--- src/rdfs_pkg.sv ---
// shared types and codes for the depth-first path search block
// no dependencies
package rdfs_pkg;

    typedef enum logic [1:0] {
        OP_CLEAR  = 2'd0,
        OP_ADD    = 2'd1,
        OP_SEARCH = 2'd2,
        OP_NONE   = 2'd3
    } op_t;

    typedef struct packed {
        logic [1:0] operation;
        logic [5:0] from_node;
        logic [5:0] to_node;
    } in_item_t;

    typedef struct packed {
        logic [5:0] path_node;
        logic       last;
        logic       found;
        logic       status;
        logic [9:0] edge_count;
    } out_item_t;

    // controller to datapath
    typedef struct packed {
        logic load;      // capture input transaction
        logic clr_graph;
        logic add_edge;
        logic srch_init; // clear marks, push start
        logic read_top;  // issue memory read of top's current child
        logic step;      // act on registered child data
        logic pop;       // drop top, read the entry below it
        logic pop_load;  // make the entry below the new top
        logic cnt_load;  // take the fetched child count of the top
        logic emit_path; // load output with the next path entry
        logic emit_stat; // load output with a single status result
    } dp_cmd_t;

    // datapath to controller
    typedef struct packed {
        logic op_clear;
        logic op_add;
        logic op_search;
        logic srch_bad;  // start or goal out of range
        logic at_goal;
        logic stack_empty;
        logic need_read; // top has an unchecked child
        logic push_ok;   // registered child gets pushed
        logic emit_done; // next path entry is the last one
    } dp_stat_t;

endpackage

--- src/rdfs_ctrl.sv ---
// controller state machine for the depth-first path search block
// depends on rdfs_pkg
module rdfs_ctrl (
    input  logic               clk,
    input  logic               rst_n,
    input  logic               in_valid,
    output logic               in_stall,
    output logic               out_valid,
    input  logic               out_stall,
    input  rdfs_pkg::dp_stat_t stat,
    output rdfs_pkg::dp_cmd_t  cmd
);
    import rdfs_pkg::*;

    typedef enum logic [8:0] {
        S_IDLE = 9'b000000001,
        S_DEC  = 9'b000000010,
        S_ADD  = 9'b000000100,
        S_CNT  = 9'b000001000,
        S_TOP  = 9'b000010000,
        S_RD   = 9'b000100000,
        S_POP  = 9'b001000000,
        S_PATH = 9'b010000000,
        S_MISS = 9'b100000000
    } state_t;

    state_t state_reg, state_next;
    logic   ov_reg, ov_next;
    logic   out_free;

    assign in_stall  = state_reg != S_IDLE;
    assign out_valid = ov_reg;
    assign out_free  = !ov_reg || !out_stall;

    always_comb
    begin
        state_next = state_reg;
        ov_next    = ov_reg && out_stall;
        cmd        = '0;
        unique case (state_reg)
            S_IDLE:
            begin
                if (in_valid)
                begin
                    cmd.load   = 1'b1;
                    state_next = S_DEC;
                end
            end
            S_DEC:
            begin
                if (stat.op_add)
                begin
                    state_next = S_ADD;
                end
                else if (stat.op_search && !stat.srch_bad)
                begin
                    cmd.srch_init = 1'b1;
                    state_next    = S_CNT;
                end
                else if (out_free)
                begin
                    cmd.clr_graph = stat.op_clear;
                    cmd.srch_init = stat.op_search;
                    cmd.emit_stat = 1'b1;
                    ov_next       = 1'b1;
                    state_next    = S_IDLE;
                end
            end
            S_ADD:
            begin
                if (out_free)
                begin
                    cmd.add_edge  = 1'b1;
                    cmd.emit_stat = 1'b1;
                    ov_next       = 1'b1;
                    state_next    = S_IDLE;
                end
            end
            S_CNT:
            begin
                cmd.cnt_load = 1'b1;
                state_next   = S_TOP;
            end
            S_TOP:
            begin
                if (stat.stack_empty)
                begin
                    state_next = S_MISS;
                end
                else if (stat.at_goal)
                begin
                    state_next = S_PATH;
                end
                else if (stat.need_read)
                begin
                    cmd.read_top = 1'b1;
                    state_next   = S_RD;
                end
                else
                begin
                    cmd.pop    = 1'b1;
                    state_next = S_POP;
                end
            end
            S_RD:
            begin
                cmd.step   = 1'b1;
                state_next = stat.push_ok ? S_CNT : S_TOP;
            end
            S_POP:
            begin
                cmd.pop_load = 1'b1;
                state_next   = S_CNT;
            end
            S_PATH:
            begin
                if (out_free)
                begin
                    cmd.emit_path = 1'b1;
                    ov_next       = 1'b1;
                    state_next    = stat.emit_done ? S_IDLE : S_PATH;
                end
            end
            S_MISS:
            begin
                if (out_free)
                begin
                    cmd.emit_stat = 1'b1;
                    ov_next       = 1'b1;
                    state_next    = S_IDLE;
                end
            end
            default:
            begin
                state_next = S_IDLE;
            end
        endcase
    end

    always_ff @(posedge clk or negedge rst_n)
    begin
        if (!rst_n)
        begin
            state_reg <= S_IDLE;
            ov_reg    <= 1'b0;
        end
        else
        begin
            state_reg <= state_next;
            ov_reg    <= ov_next;
        end
    end
endmodule

--- config.mk ---
export PLATFORM = sky130hd
export DESIGN_NAME = rdfs_ctrl
export DESIGN_NICKNAME = d
export VERILOG_FILES = /design/src/rdfs_pkg.sv /design/src/rdfs_ctrl.sv
export SDC_FILE = /design/constraint.sdc
export NUM_CORES = 1
export LEC_CHECK = 0
export CORE_MARGIN = 10
export CORE_UTILIZATION = 30
export DETAILED_ROUTE_END_ITERATION = 8
export DONT_BUFFER_PORTS = 1
export PLACE_DENSITY = 0.43
export SLEW_MARGIN = 20
export SYNTH_ARGS = -nofsm -noshare
export SYNTH_HDL_FRONTEND = slang
export SYNTH_SLANG_ARGS = --single-unit
export TNS_END_PERCENT = 1
--- constraint.sdc ---
create_clock -name clk -period 2.75 [get_ports clk]
set_input_delay 0.55 -clock clk [delete_from_list [all_inputs] [get_ports clk]]
set_output_delay 0.55 -clock clk [all_outputs]
set_load 0.02 [all_outputs]
Word level (Yosys, flattened, before mapping)
Index checks and enable logic that the tools add are counted.

word-level totals
  register bits = 10
  bits of input ports = 13

operators by class
  equal/unequal tests = 12
  mux-type cells = 42
  reduce and logical (&&, ||, !) cells = 9

operator list
  cell                number
  $pmux 9 s8          1
  $mux 9              7
  $mux 1              29
  $eq 9x1->1 const B  1
  $eq 9x2->1 const B  1
  $eq 9x3->1 const B  1
  $eq 9x4->1 const B  1
  $eq 9x5->1 const B  1
  $eq 9x6->1 const B  1
  $eq 9x7->1 const B  1
  $eq 9x8->1 const B  1
  $eq 9x9->1 const B  1
  $ne 9x1->1 const B  1
  $mux 8              1
  $mux 7              1
  $mux 5              1
  $ne 2x2->1 const B  2
  $pmux 1 s2          2
  $logic_not 1->1     3
  $reduce_or 3->1     1
  $logic_and 1x1->1   2
  $reduce_and 2->1    1
  $reduce_or 2->1     1
  $logic_or 1x1->1    1

Longest topological paths before layout
  depth in word-level cells = 6
  depth in mapped cells = 6
  depth with buffers taken out = 5

Least setup slack after synthesis
Ideal clock, no wire load.

  path kind = reg2out
  start = register state_reg[1]
  end = output cmd[6] in the netlist's numbering
  arrival time = 1863 ps
  required time = 2200 ps
  setup slack = 337 ps
  cell stages (with the launch flop) = 5
  buffers on the path = 1
  path through = dfrtp_1 buf_6 nor4_1 nand3_1 nor4b_1

RTL lines
  what                      RTL line          RTL
  start: declaration        rdfs_ctrl.sv:27   state_t state_reg, state_next;
  start signal: assignment  rdfs_ctrl.sv:149  state_reg <= state_next;
  end: declaration          rdfs_ctrl.sv:11   output rdfs_pkg::dp_cmd_t cmd

==> run summary <==
synthesized area per cell = 8.45 sq um
placed inst area = 801 sq um
FMAX = 398 MHz
outcome = completed
Post-synth EDFFs = 0
vias in the first global route = 686
flop2flop setup slack = 0.89 ns
H-tree level count = 1
final wirelength = 2090 microns
RSZ-0062 raised after global routing = false
Worst Hold Slack = 0.126 ns
worst r2r src = state_reg[4]
final instance area = 843 sq um
TritonRoute pass-1 iters = 4
die area = 4870 sq um
register area share after synthesis = 33.8%
reg-to-reg endpoint = state_reg[0]
CTS tree = done
Final setup violation count = 0
pins over their slew limit = 0
clock latency on the worst-skew pair = 0.27 ns
I/O pin cnt = 26
Req. time, crit path = 2.20 ns
min Tclk post-route = 2.51 ns
final net count = 111
total number of vias = 716
Setup Buffers After CTS = 0
Initial Util = 32.7%
clock tree root driver cell = clkbuf_4
final hold vios = 0
RD Place Congestion = 0.722
PD cells = 635 nW/um^2
Antenna Violating Nets Remaining = 0
pin count of the biggest net entering global routing = 11
Total Routing Usage GR = 8.29%
kind of critical path = reg -> out
CP Launch Type = flop
Synthesized Nets = 101
# diodes = 0
peak fanout along the critical path = 8
Longest Clk Path Bufs = 2
core area = 2280 sq um
FF-to-FF path depth = 5
share of cells above drive strength 1 = 16.5%
die height = 69.8 microns
Final Cycle Share = 91.4%
post-DP HPWL = 1610 microns
vias per inst = 5.73
cell taking the most area after synthesis = dfrtp_1
Num CTS Buffers = 3
CTS Sinks = 10
max FFs per register = 9
Cells after Synth = 88
Slew HR = 70.0%
Final Skew = 0.0142 ns
Post-synth top flop = dfrtp_1
Worst-Margin Slew = 0.449 ns
ys async rst share = 100%
Peak VDD IR = 317 uV
hold crit path type = in -> async
crit path DAT = 1.96 ns
post-synth top area share = 30.3%
Pleak = 0.362 nW
Yosys reg bits = 10
CP Capture Type = output port
first-iteration detailed-routing DRC count = 35
DR WL/cell = 16.7 microns
Cell Rows = 17
setup TNS = 0 ns
die width = 69.8 microns
ranking of synthesized cells by area = dfrtp_1 30%, nand3_1 4.7%, nand2_1 4.5%, nor3_1 4.0%, dfstp_2 3.5%
Area growth, synth to finish = 13.5%
total congestion overflow = 0
first-pass GRT wire length = 3330 microns
Post-synth top cells = 9 x dfrtp_1, 9 x nand2_1, 7 x nand3_1, 7 x nor2_1, 6 x nor3_1
port bufs = 0
Max Cap Viol = 0
clock transition at the registers of the reported paths = 0.07 ns
cell area after synthesis = 743 sq um
initial antenna violation count = 0
Netlist cell types = 34
drt drc = 0
Warnings, synthesis = 0
[cells by family after synthesis]
kind of cell,Yosys count,synth area share [%]
AOI/OAI and AO/OA,15,15.3
xor gates and xnor gates,2,2.36
buffers and inverters,6,5.56
DFF,10,33.8
muxes,1,1.35
and+or+nand+nor,54,41.6
[per-layer routing]
metal | wire [microns] | vias up | global-route usage, %
li1 | - | 357 | -
met4 | 12 | 0 | 1.96
met3 | 231 | 2 | 5.14
met5 | 0 | - | 0
met2 | 902 | 23 | 12.3
met1 | 943 | 334 | 9.80
[worst max path at each step]
stage / startpoint / endpoint / slack, ns / depth (start not counted)
floorplan: state_reg[1] / cmd[6] / 0.34 / 4
global route: state_reg[3] / cmd[7] / 0.07 / 4
finish: state_reg[3] / cmd[7] / 0.24 / 4
global placement: state_reg[8] / cmd[3] / 0.41 / 4
detailed placement: state_reg[8] / cmd[3] / 0.40 / 4
CTS: state_reg[1] / cmd[3] / 0.09 / 4
[timing repair]
item                                   in CTS  in global routing
setup endpoints to repair                   0                  2
hold buffers                                1                  0
resized for setup                           0                  1
endpoints found under the hold margin       9                  0
[power by group]
part	switching (mW)	internal, mW	leakage (nW)
logic	0.118	0.0864	0.212
clock network	0.0531	0.0561	0.0150
registers	0.0499	0.172	0.135
[area by class of cell]
class                           count  area, sq um
Tap cell                           28         35.0
Sequential cell                    10          251
Inverter                            3         11.3
Clock buffer                        4         26.3
Multi-Input combinational cell     72          457
Timing Repair Buffer                8         62.6
Fill cell                         236         1430
[cells in the final DEF, fill, tap and decap left out, types with 2 or more instances in the layout]
master and n:
nor2_1 7, or3_1 3, nand4_1 2, nand2b_1 4
nor3_1 6, a21oi_1 2, o32ai_1 2, nand2_1 9
and3_1 3, nor4_2 2, clkbuf_4 3, nand3_1 7
nor4b_1 3, dfrtp_1 9, nor2b_1 2, inv_1 3
nor4_1 2, o31ai_1 2, o21ai_0 3, buf_4 7
[metrics by stage]
| step | power [mW] | std cells | utilization, % | setup WS, ns |
|---|---|---|---|---|
| 2_1_floorplan | 0.372 | 88 | - | 0.337 |
| 4_1_cts | 0.536 | 125 | 36.8 | 0.0871 |
| 6_report | 0.535 | 125 | 37.1 | 0.236 |
| 3_5_place_dp | 0.421 | 120 | 35.2 | 0.399 |
| 5_1_grt | 0.567 | 125 | 37.1 | 0.0684 |
| 3_3_place_gp | 0.422 | 120 | 35.2 | 0.410 |
[critical path, stage by stage, from the launching register on]
cell and delay, ns:
dfrtp_1 0.47, nor3_1 0.40, nand2_1 0.20, nor3_1 0.28, and3_1 0.32
Note: power is estimated with default switching activity, not from simulation.
