==> src/rdfs_pkg.sv <==
// shared types and codes for the depth-first path search block
// no dependencies
package rdfs_pkg;

    typedef enum logic [1:0] {
        OP_CLEAR  = 2'd0,
        OP_ADD    = 2'd1,
        OP_SEARCH = 2'd2,
        OP_NONE   = 2'd3
    } op_t;

    typedef struct packed {
        logic [1:0] operation;
        logic [5:0] from_node;
        logic [5:0] to_node;
    } in_item_t;

    typedef struct packed {
        logic [5:0] path_node;
        logic       last;
        logic       found;
        logic       status;
        logic [9:0] edge_count;
    } out_item_t;

    // controller to datapath
    typedef struct packed {
        logic load;      // capture input transaction
        logic clr_graph;
        logic add_edge;
        logic srch_init; // clear marks, push start
        logic read_top;  // issue memory read of top's current child
        logic step;      // act on registered child data
        logic pop;       // drop top, read the entry below it
        logic pop_load;  // make the entry below the new top
        logic cnt_load;  // take the fetched child count of the top
        logic emit_path; // load output with the next path entry
        logic emit_stat; // load output with a single status result
    } dp_cmd_t;

    // datapath to controller
    typedef struct packed {
        logic op_clear;
        logic op_add;
        logic op_search;
        logic srch_bad;  // start or goal out of range
        logic at_goal;
        logic stack_empty;
        logic need_read; // top has an unchecked child
        logic push_ok;   // registered child gets pushed
        logic emit_done; // next path entry is the last one
    } dp_stat_t;

endpackage

==> src/rdfs_datapath.sv <==
// datapath: child table memory, counts, marks, path stack and output register
// depends on rdfs_pkg
module rdfs_datapath #(
    parameter int NODES  = 64,
    parameter int DEGREE = 8
) (
    input  logic                clk,
    input  logic                rst_n,
    input  rdfs_pkg::in_item_t  in_item,
    input  rdfs_pkg::dp_cmd_t   cmd,
    output rdfs_pkg::dp_stat_t  stat,
    output rdfs_pkg::out_item_t out_item
);
    import rdfs_pkg::*;

    localparam int LIVE = (NODES < 64) ? NODES : 64;
    localparam int CW   = $clog2(DEGREE + 1);
    localparam int NW   = (LIVE > 1) ? $clog2(LIVE) : 1;
    localparam int SW   = $clog2(LIVE + 1);
    localparam int MD   = LIVE * DEGREE;
    localparam int AW   = (MD > 1) ? $clog2(MD) : 1;

    logic [5:0]      tbl_mem [MD];
    logic [CW-1:0]   cnt_mem [LIVE];
    logic [5:0]      stk_mem [LIVE];
    logic [CW-1:0]   sidx_mem [LIVE];
    logic [LIVE-1:0] cnt_vld_reg;
    logic [LIVE-1:0] vis_reg;
    logic [SW-1:0]   depth_reg;
    logic [9:0]      edges_reg;
    in_item_t        item_reg;
    logic [5:0]      top_reg;
    logic [CW-1:0]   top_idx_reg;
    logic [CW-1:0]   top_cnt_reg;
    logic [5:0]      child_reg;
    logic [SW-1:0]   emit_reg;
    logic [5:0]      stk_rd_reg;
    logic [CW-1:0]   sidx_rd_reg;
    logic [CW-1:0]   cnt_rd_reg;
    logic            cnt_vld_rd_reg;

    logic from_ok, to_ok, add_ok, child_ok, push_ok, status_w;
    logic [NW-1:0] from_i, top_i, child_i, depth_i, cnt_raddr, stk_raddr;
    logic [CW-1:0] cnt_eff;
    logic [AW-1:0] wr_addr, rd_addr;

    assign from_ok   = {26'd0, item_reg.from_node} < LIVE;
    assign to_ok     = {26'd0, item_reg.to_node} < LIVE;
    assign from_i    = item_reg.from_node[NW-1:0];
    assign top_i     = top_reg[NW-1:0];
    assign child_i   = child_reg[NW-1:0];
    assign depth_i   = depth_reg[NW-1:0];
    assign cnt_eff   = cnt_vld_rd_reg ? cnt_rd_reg : '0;
    assign add_ok    = from_ok && to_ok && ({{(32-CW){1'b0}}, cnt_eff} < DEGREE);
    assign wr_addr   = AW'(int'(from_i) * DEGREE + int'(cnt_eff));
    assign rd_addr   = AW'(int'(top_i) * DEGREE + int'(top_idx_reg));
    assign child_ok  = ({26'd0, child_reg} < LIVE) && !vis_reg[child_i];
    assign push_ok   = child_ok && (depth_reg < SW'(LIVE));
    assign cnt_raddr = cmd.pop_load ? stk_rd_reg[NW-1:0] : (cmd.step ? child_i : from_i);
    assign status_w  = (item_reg.operation == OP_ADD) && !add_ok;

    always_comb
    begin
        if (cmd.pop)
        begin
            stk_raddr = (depth_reg >= SW'(2)) ? NW'(depth_reg - SW'(2)) : '0;
        end
        else if (cmd.emit_path)
        begin
            stk_raddr = NW'(emit_reg + SW'(1));
        end
        else
        begin
            stk_raddr = NW'(emit_reg);
        end
    end

    assign stat.op_clear    = item_reg.operation == OP_CLEAR;
    assign stat.op_add      = item_reg.operation == OP_ADD;
    assign stat.op_search   = item_reg.operation == OP_SEARCH;
    assign stat.srch_bad    = !from_ok || !to_ok;
    assign stat.at_goal     = top_reg == item_reg.to_node;
    assign stat.stack_empty = depth_reg == '0;
    assign stat.need_read   = top_idx_reg < top_cnt_reg;
    assign stat.push_ok     = push_ok;
    assign stat.emit_done   = (emit_reg + SW'(1)) == depth_reg;

    always_ff @(posedge clk)
    begin
        if (cmd.load)
        begin
            item_reg <= in_item;
        end
        if (cmd.add_edge && add_ok)
        begin
            tbl_mem[wr_addr] <= item_reg.to_node;
            cnt_mem[from_i]  <= cnt_eff + 1'b1;
        end
        if (cmd.read_top)
        begin
            child_reg <= tbl_mem[rd_addr];
        end
        cnt_rd_reg <= cnt_mem[cnt_raddr];
    end

    // stack memories: one write and one read port each
    always_ff @(posedge clk)
    begin
        if (cmd.srch_init)
        begin
            stk_mem[0] <= item_reg.from_node;
        end
        else if (cmd.step && push_ok)
        begin
            stk_mem[depth_i]                  <= child_reg;
            sidx_mem[NW'(depth_reg - SW'(1))] <= top_idx_reg;
        end
        stk_rd_reg  <= stk_mem[stk_raddr];
        sidx_rd_reg <= sidx_mem[stk_raddr];
    end

    always_ff @(posedge clk or negedge rst_n)
    begin
        if (!rst_n)
        begin
            cnt_vld_reg    <= '0;
            cnt_vld_rd_reg <= 1'b0;
            vis_reg        <= '0;
            depth_reg      <= '0;
            edges_reg      <= '0;
            top_reg        <= '0;
            top_idx_reg    <= '0;
            top_cnt_reg    <= '0;
            emit_reg       <= '0;
        end
        else
        begin
            cnt_vld_rd_reg <= cnt_vld_reg[cnt_raddr];
            if (cmd.clr_graph)
            begin
                cnt_vld_reg <= '0;
                edges_reg   <= '0;
            end
            if (cmd.add_edge && add_ok)
            begin
                cnt_vld_reg[from_i] <= 1'b1;
                if (edges_reg != 10'd1023)
                begin
                    edges_reg <= edges_reg + 1'b1;
                end
            end
            if (cmd.srch_init)
            begin
                vis_reg     <= (from_ok && to_ok) ? ({{(LIVE-1){1'b0}}, 1'b1} << from_i) : '0;
                depth_reg   <= (from_ok && to_ok) ? SW'(1) : '0;
                top_reg     <= item_reg.from_node;
                top_idx_reg <= '0;
                emit_reg    <= '0;
            end
            if (cmd.read_top)
            begin
                top_idx_reg <= top_idx_reg + 1'b1;
            end
            if (cmd.step && child_ok)
            begin
                vis_reg[child_i] <= 1'b1;
                if (push_ok)
                begin
                    depth_reg   <= depth_reg + 1'b1;
                    top_reg     <= child_reg;
                    top_idx_reg <= '0;
                end
            end
            if (cmd.pop)
            begin
                depth_reg <= depth_reg - 1'b1;
            end
            if (cmd.pop_load)
            begin
                top_reg     <= stk_rd_reg;
                top_idx_reg <= sidx_rd_reg;
            end
            if (cmd.cnt_load)
            begin
                top_cnt_reg <= cnt_eff;
            end
            if (cmd.emit_path)
            begin
                emit_reg <= emit_reg + 1'b1;
            end
        end
    end

    always_ff @(posedge clk)
    begin
        if (cmd.emit_path)
        begin
            out_item.path_node  <= stk_rd_reg;
            out_item.last       <= stat.emit_done;
            out_item.found      <= 1'b1;
            out_item.status     <= 1'b0;
            out_item.edge_count <= edges_reg;
        end
        else if (cmd.emit_stat)
        begin
            out_item.path_node  <= '0;
            out_item.last       <= 1'b1;
            out_item.found      <= 1'b0;
            out_item.status     <= status_w;
            out_item.edge_count <= cmd.clr_graph ? 10'd0
                                   : (cmd.add_edge && add_ok && edges_reg != 10'd1023)
                                   ? edges_reg + 1'b1 : edges_reg;
        end
    end
endmodule

==> config.mk <==
export PLATFORM = sky130hd
export DESIGN_NAME = rdfs_datapath
export DESIGN_NICKNAME = d
export VERILOG_FILES = /design/src/rdfs_pkg.sv /design/src/rdfs_datapath.sv
export SDC_FILE = /design/constraint.sdc
export NUM_CORES = 2
export LEC_CHECK = 0
export BUFFER_PORTS_ARGS = -buffer_cell sky130_fd_sc_hd__buf_2
export CAP_MARGIN = 15
export CORE_MARGIN = 3
export CORE_UTILIZATION = 45
export CTS_CLUSTER_SIZE = 20
export DETAILED_ROUTE_END_ITERATION = 8
export MAX_ROUTING_LAYER = met4
export RECOVER_POWER = 50
export REMOVE_ABC_BUFFERS = 1
export SLEW_MARGIN = 25
export SYNTH_ARGS = -nofsm -noshare
export SYNTH_HDL_FRONTEND = slang
export SYNTH_SLANG_ARGS = --single-unit
==> constraint.sdc <==
create_clock -name clk -period 12.9 [get_ports clk]
set_input_delay 0.645 -clock clk [delete_from_list [all_inputs] [get_ports clk]]
set_output_delay 0.645 -clock clk [all_outputs]
set_load 0.05 [all_outputs]
; ---- Word level (Yosys, flattened, before mapping)
; Memories as Yosys holds them, arrays and structs flattened. A register that Yosys moved wholly into a read port is not among the register bits.
; Cells that the tools add are included.
[op_classes]
muxes = 50
bitwise_logic = 2
eq_ne = 5
order_cmp = 9
n_shift = 1
add_sub_neg = 9
n_reduce_logical = 15
[ops]
columns = op, count
row1 = 64-bit two-way mux, 4
row2 = 64-bit OR, 2
row3 = 6-bit two-way mux, 11
row4 = "1-bit by 6-bit left shift with 64-bit output, first input constant", 1
row5 = 10-bit two-way mux, 5
row6 = 7-bit two-way mux, 6
row7 = 19-bit two-way mux, 2
row8 = 4-bit two-way mux, 6
row9 = "6-bit by 7-bit less-than comparator with 1-bit output, second input constant", 3
row10 = 9-bit by 4-bit adder with 9-bit output, 2
row11 = "7-bit by 1-bit adder with 7-bit output, second input constant", 2
row12 = 1-bit binary-select mux with 6-bit select, 2
row13 = 1-bit demux with 6-bit select, 2
row14 = "6-bit by 1-bit >= comparator with 1-bit output, second input constant", 2
row15 = 1-bit two-way mux, 12
row16 = "10-bit by 1-bit adder with 10-bit output, second input constant", 1
row17 = "10-bit inequality test, second input constant", 1
row18 = "4-bit by 1-bit adder with 4-bit output, second input constant", 2
row19 = 1-bit logical AND, 8
row20 = 7-bit equality test, 1
row21 = "7-bit by 2-bit >= comparator with 1-bit output, second input constant", 1
row22 = 7-bit zero test, 1
row23 = "7-bit less-than comparator, second input constant", 1
row24 = "7-bit by 1-bit subtractor with 7-bit output, second input constant", 1
row25 = 10 further kinds, 12
[word_totals]
ff_bits = 200
n_memories = 4
ramBits = 3968
in_bits = 27
[mem_list]
columns = memory, depth, word_bits, rd, rd_ports_with_merged_regs, wr, line_no
row1 = tbl_mem, 512, 6, 1, 1, 1, rdfs_datapath.sv:23  ; logic [5:0] tbl_mem [MD];
row2 = stk_mem, 64, 6, 1, 1, 1, rdfs_datapath.sv:25  ; logic [5:0] stk_mem [LIVE];
row3 = cnt_mem, 64, 4, 1, 1, 1, rdfs_datapath.sv:24  ; logic [CW-1:0] cnt_mem [LIVE];
row4 = sidx_mem, 64, 4, 1, 1, 1, rdfs_datapath.sv:26  ; logic [CW-1:0] sidx_mem [LIVE];

; ---- Logic depth before layout (Yosys ltp)
[depth]
ltp_word = 10
depth_mapped = 15
ltp_nobuf = 12

; ---- Worst setup path before layout
; No wires, ideal clock.
[synth_timing]
path_type = reg2out
startpoint = reg item_reg[0] (netlist bit)
endpoint = out stat[4] (netlist bit)
n_path_buf = 0
path_slack_ps = 4472
required_ps = 12255
path_stages_with_launch = 4
t_arrival_ps = 7783
cell_sequence = edfxtp_1 xnor2_1 nand4_1 nor3_1
[synth_rtl]
columns = element, line_no
row1 = start: declaration, rdfs_datapath.sv:31  ; in_item_t item_reg;
row2 = start signal: assignment, rdfs_datapath.sv:92  ; item_reg <= in_item;
row3 = end: declaration, rdfs_datapath.sv:11  ; output rdfs_pkg::dp_stat_t stat,

==> run_results.csv <==
group,metric,value,unit
run_status,run_status,"finished, violations left",
run_status,violations,"capacitance limit, slew limit",
worst_setup_path,critical_path_s_largest_stage_delay,2.83,ns
logic_synthesis,synth.distinct_cells,83,
pwr,pwr-share-seq,40.2,%
pwr,power.net_switching,0.0129,W
sta,post-route-min-period,9.17,ns
route,totalWireLength,452,mm
cells_and_area,layout.nets,10200,
floorplanning,die_w,626,um
floorplanning,dieArea,0.392,mm^2
route,route.vias.total,97700,
logic_synthesis,syn_area,0.173,mm^2
logic_synthesis,post_synth_inst_count,10200,
sta,worst-slew-pin-transition,5.61,ns
global_route,grt_max_degree,208,
sta,final_min_period_over_clock_period,71.1,%
pwr,power.share.combinational,28.9,%
floorplanning,design.portCount,55,
worst_setup_path,critical_path.endpoint_type,"output port",
logic_synthesis,async_reset_ff_share,3.99,%
logic_synthesis,yosys_warnings,0,
sta,finalSetupViolations,0,
worst_setup_path,critical_path.slowest_cell,"sky130_fd_sc_hd__clkbuf_1",
clocking,deepest_level_of_the_cts_h_tree,5,
worst_hold_path,min_path_type,"input pin to flop",
route,drc_errors,0,
placement,dpl.hpwl,265,mm
global_route,first_global_vias,97500,
route,drt.antenna.violating_nets,0,
clocking,cts_buffer_depth,4,
route,route.detailed.vias_per_inst,6.28,
logic_synthesis,ys_ff_latch,4188,
pwr,p_sw_share,32.6,%
cells_and_area,largest_regs,"tbl_mem: 3072 flops, stk_mem: 384 flops",
logic_synthesis,synth_edf_count,4005,
pwr,p_leak,60.0,nW
clocking,cts.clk_slew.worst_paths,0.06,ns
worst_setup_path,critical_path.startpoint_type,"flop",
worst_setup_path,critical-path-top-delay-family,"buffers and inverters",
worst_setup_path,path_buf_inv,3,
cells_and_area,post_route_cells_drive_above_1_share,14.1,%
cells_and_area,area_growth,11.2,%
floorplanning,core_area,0.383,mm^2
clocking,cts_setup_buffers,0,
worst_setup_path,worstSetupPathType,"flop to output port",
logic_synthesis,post-synth-top-area-fraction,69.5,%
sta,timing_max_transition_violations_final,2856,
worst_setup_path,critical-path-top-cell-by-count,"sky130_fd_sc_hd__clkbuf_1",
clocking,cts_buffers,429,
sta,max_freq,0.109,GHz
floorplanning,floorplan.initialDensity,45.2,%
logic_synthesis,netlist.top_cell.by_area,"sky130_fd_sc_hd__edfxtp_1",
flow_run,drv.max_cap_violation_count,43,
cells_and_area,flip_flop_count_of_the_largest_register_after_layout,3072,
worst_setup_path,worst-endpoint-arrival,8.53,ns
logic_synthesis,synth.avg_cell_area,16.9,um^2
sta,slew-limit-headroom,-274,%
pwr,clockPowerShare,30.9,%
clocking,clk-insertion-delay-late,1.00,ns
placement,place.gp.congestion,0.855,
worst_setup_path,critPathRequiredTime,12.26,ns
sta,final.setup.tns,0,ns
logic_synthesis,yosys_most_used_dff,"sky130_fd_sc_hd__edfxtp_1",
route,1st_pass_router_iterations,8,
route,post_drt_wl_per_cell,29.1,um
cells_and_area,largest_register,"tbl_mem",
global_route,initial_antenna_violation_count,12,
pwr,p_int,0.0266,W
pwr,power_density,205,mW/mm^2
sta,fin_skew,0.0653,ns
floorplanning,placement_rows,227,
logic_synthesis,synth.top_cells.by_area,"sky130_fd_sc_hd__edfxtp_1 (69%), sky130_fd_sc_hd__mux4_2 (7.9%), sky130_fd_sc_hd__mux2i_1 (4.9%)",
pwr,ir_worst_vdd,162,uV
worst_setup_path,crit_path_max_fanout,67,
logic_synthesis,synth_sequential_area_ratio,72.1,%
clocking,cts_tree,"yes",
global_route,grt_usage,23.3,%
sta,setup_repair_after_global_routing_missed_its_margin,"false",
sta,hold_viol,0,
clocking,numClockSinks,4188,
pwr,p_total,0.0394,W
floorplanning,dieHeight,626,um
route,drt-initial-drc-count,10600,
placement,port_buffers,53,
clocking,root_buffer,"sky130_fd_sc_hd__clkbuf_16",
global_route,global_route_overflow,0,
worst_setup_path,crit_chain,"clkbuf_1 > clkbuf_1 > ha_1 > a21o_1 > a21oi_1 > buf_2",
global_route,first_pass_grt_wire_length,667,mm
-- power by group through the flow --
stage / clock network [W] / logic (W) / registers [W]
2_1_floorplan: 0 / 0.00903 / 0.0167
4_1_cts: 0.0124 / 0.0114 / 0.0158
5_1_grt: 0.0129 / 0.0121 / 0.0159
6_report: 0.0122 / 0.0114 / 0.0158
3_3_place_gp: 0 / 0.0112 / 0.0161
3_5_place_dp: 0 / 0.0113 / 0.0161
-- layout by cell type, fill, tap and decap left out, types with 211 or more instances in the layout --
cell | Yosys | final
sky130_fd_sc_hd__edfxtp_1 | 4005 | 4005
sky130_fd_sc_hd__mux4_2 | 608 | 608
sky130_fd_sc_hd__nand2_1 | 434 | 429
sky130_fd_sc_hd__o21ai_0 | 257 | 255
sky130_fd_sc_hd__nor2_1 | 814 | 809
sky130_fd_sc_hd__o22ai_1 | 235 | 232
sky130_fd_sc_hd__clkbuf_16 | 0 | 432
sky130_fd_sc_hd__a221oi_1 | 276 | 276
sky130_fd_sc_hd__o221ai_1 | 351 | 351
sky130_fd_sc_hd__a21oi_1 | 214 | 211
sky130_fd_sc_hd__mux2i_1 | 843 | 843
-- tightest hold or removal path, cell delays in order --
cell                      delay (ns)
sky130_fd_sc_hd__buf_2          0.08
sky130_fd_sc_hd__buf_4          0.30
sky130_fd_sc_hd__a21oi_1        0.07
-- synthesized netlist by cell type (46+ instances only) --
cell,number
sky130_fd_sc_hd__o21ai_0,257
sky130_fd_sc_hd__a32oi_1,52
sky130_fd_sc_hd__mux4_2,608
sky130_fd_sc_hd__a22oi_1,46
sky130_fd_sc_hd__o22ai_1,235
sky130_fd_sc_hd__nand2_1,434
sky130_fd_sc_hd__a21boi_0,149
sky130_fd_sc_hd__a221oi_1,276
sky130_fd_sc_hd__nor2_1,814
sky130_fd_sc_hd__clkbuf_1,535
sky130_fd_sc_hd__a211o_1,48
sky130_fd_sc_hd__dfrtp_1,167
sky130_fd_sc_hd__a211oi_1,130
sky130_fd_sc_hd__mux2i_1,843
sky130_fd_sc_hd__buf_1,89
sky130_fd_sc_hd__inv_1,85
sky130_fd_sc_hd__edfxtp_1,4005
sky130_fd_sc_hd__o221ai_1,351
sky130_fd_sc_hd__nand3_1,141
sky130_fd_sc_hd__nor2b_1,111
sky130_fd_sc_hd__a21oi_1,214
sky130_fd_sc_hd__buf_2,128
-- per-stage QoR --
step	std cells	setup WS (ns)	instance area, um^2	utilization (%)	hold slack [ns]
2_1_floorplan	9487	-28.47	170000	-	0.349
3_3_place_gp	14700	7.05	179000	46.7	0.442
3_5_place_dp	14700	7.02	179000	46.7	0.450
4_1_cts	15600	7.01	193000	50.3	0.110
5_1_grt	15600	3.45	192000	50.3	0.151
6_report	15600	3.73	192000	50.3	0.172
-- layer usage --
layer	vias up	global-route usage (%)	part of all wire [%]
met5	-	-	0
met4	0	6.61	3.1
met3	832	3.33	7.5
met2	4283	36.6	48
met1	51000	32.0	41
li1	41600	-	-
-- what timing repair did --
item,in CTS,in global routing
hold buffers,17,0
gates resized for setup,0,0
endpoints found under the hold margin,106,0
-- area by class of cell --
type | instances | area [um^2]
Antenna cell | 7 | 17.5
Clock buffer | 542 | 11400
Clock inverter | 244 | 2420
Fill cell | 31000 | 190000
Inverter | 88 | 350
Multi-Input combinational cell | 5211 | 45400
Sequential cell | 4188 | 125000
Tap cell | 5038 | 6300
Timing Repair Buffer | 242 | 1800
-- worst paths after layout --
| check | start | to | slack, ns | cells after the start |
|---|---|---|---|---|
| max | top_idx_reg[2] | stat[2] | 3.73 | 6 |
| min | cmd[1] | out_item[10] | 0.17 | 3 |
| max reg2reg | top_idx_reg[2] | child_i[0] | 4.07 | 9 |
| min reg2reg | out_item[11] | out_item[11] | 0.46 | 2 |
| max in group asynchronous | rst_n | top_idx_reg[2] | 6.66 | 2 |
| min in group asynchronous | rst_n | emit_reg[1] | 2.28 | 2 |
-- cell families after synthesis --
logic type	after synthesis	synth area share [%]
and+or+nand+nor	1715	4.33
AOI/OAI and AO/OA	1939	8.19
DFF	4188	72.1
buffers and inverters	849	1.96
xor gates and xnor gates	40	0.202
adders and majority gates	22	0.159
muxes	1494	13.1
other	1	0.00217
No activity file was read; power rests on OpenSTA's default activity.
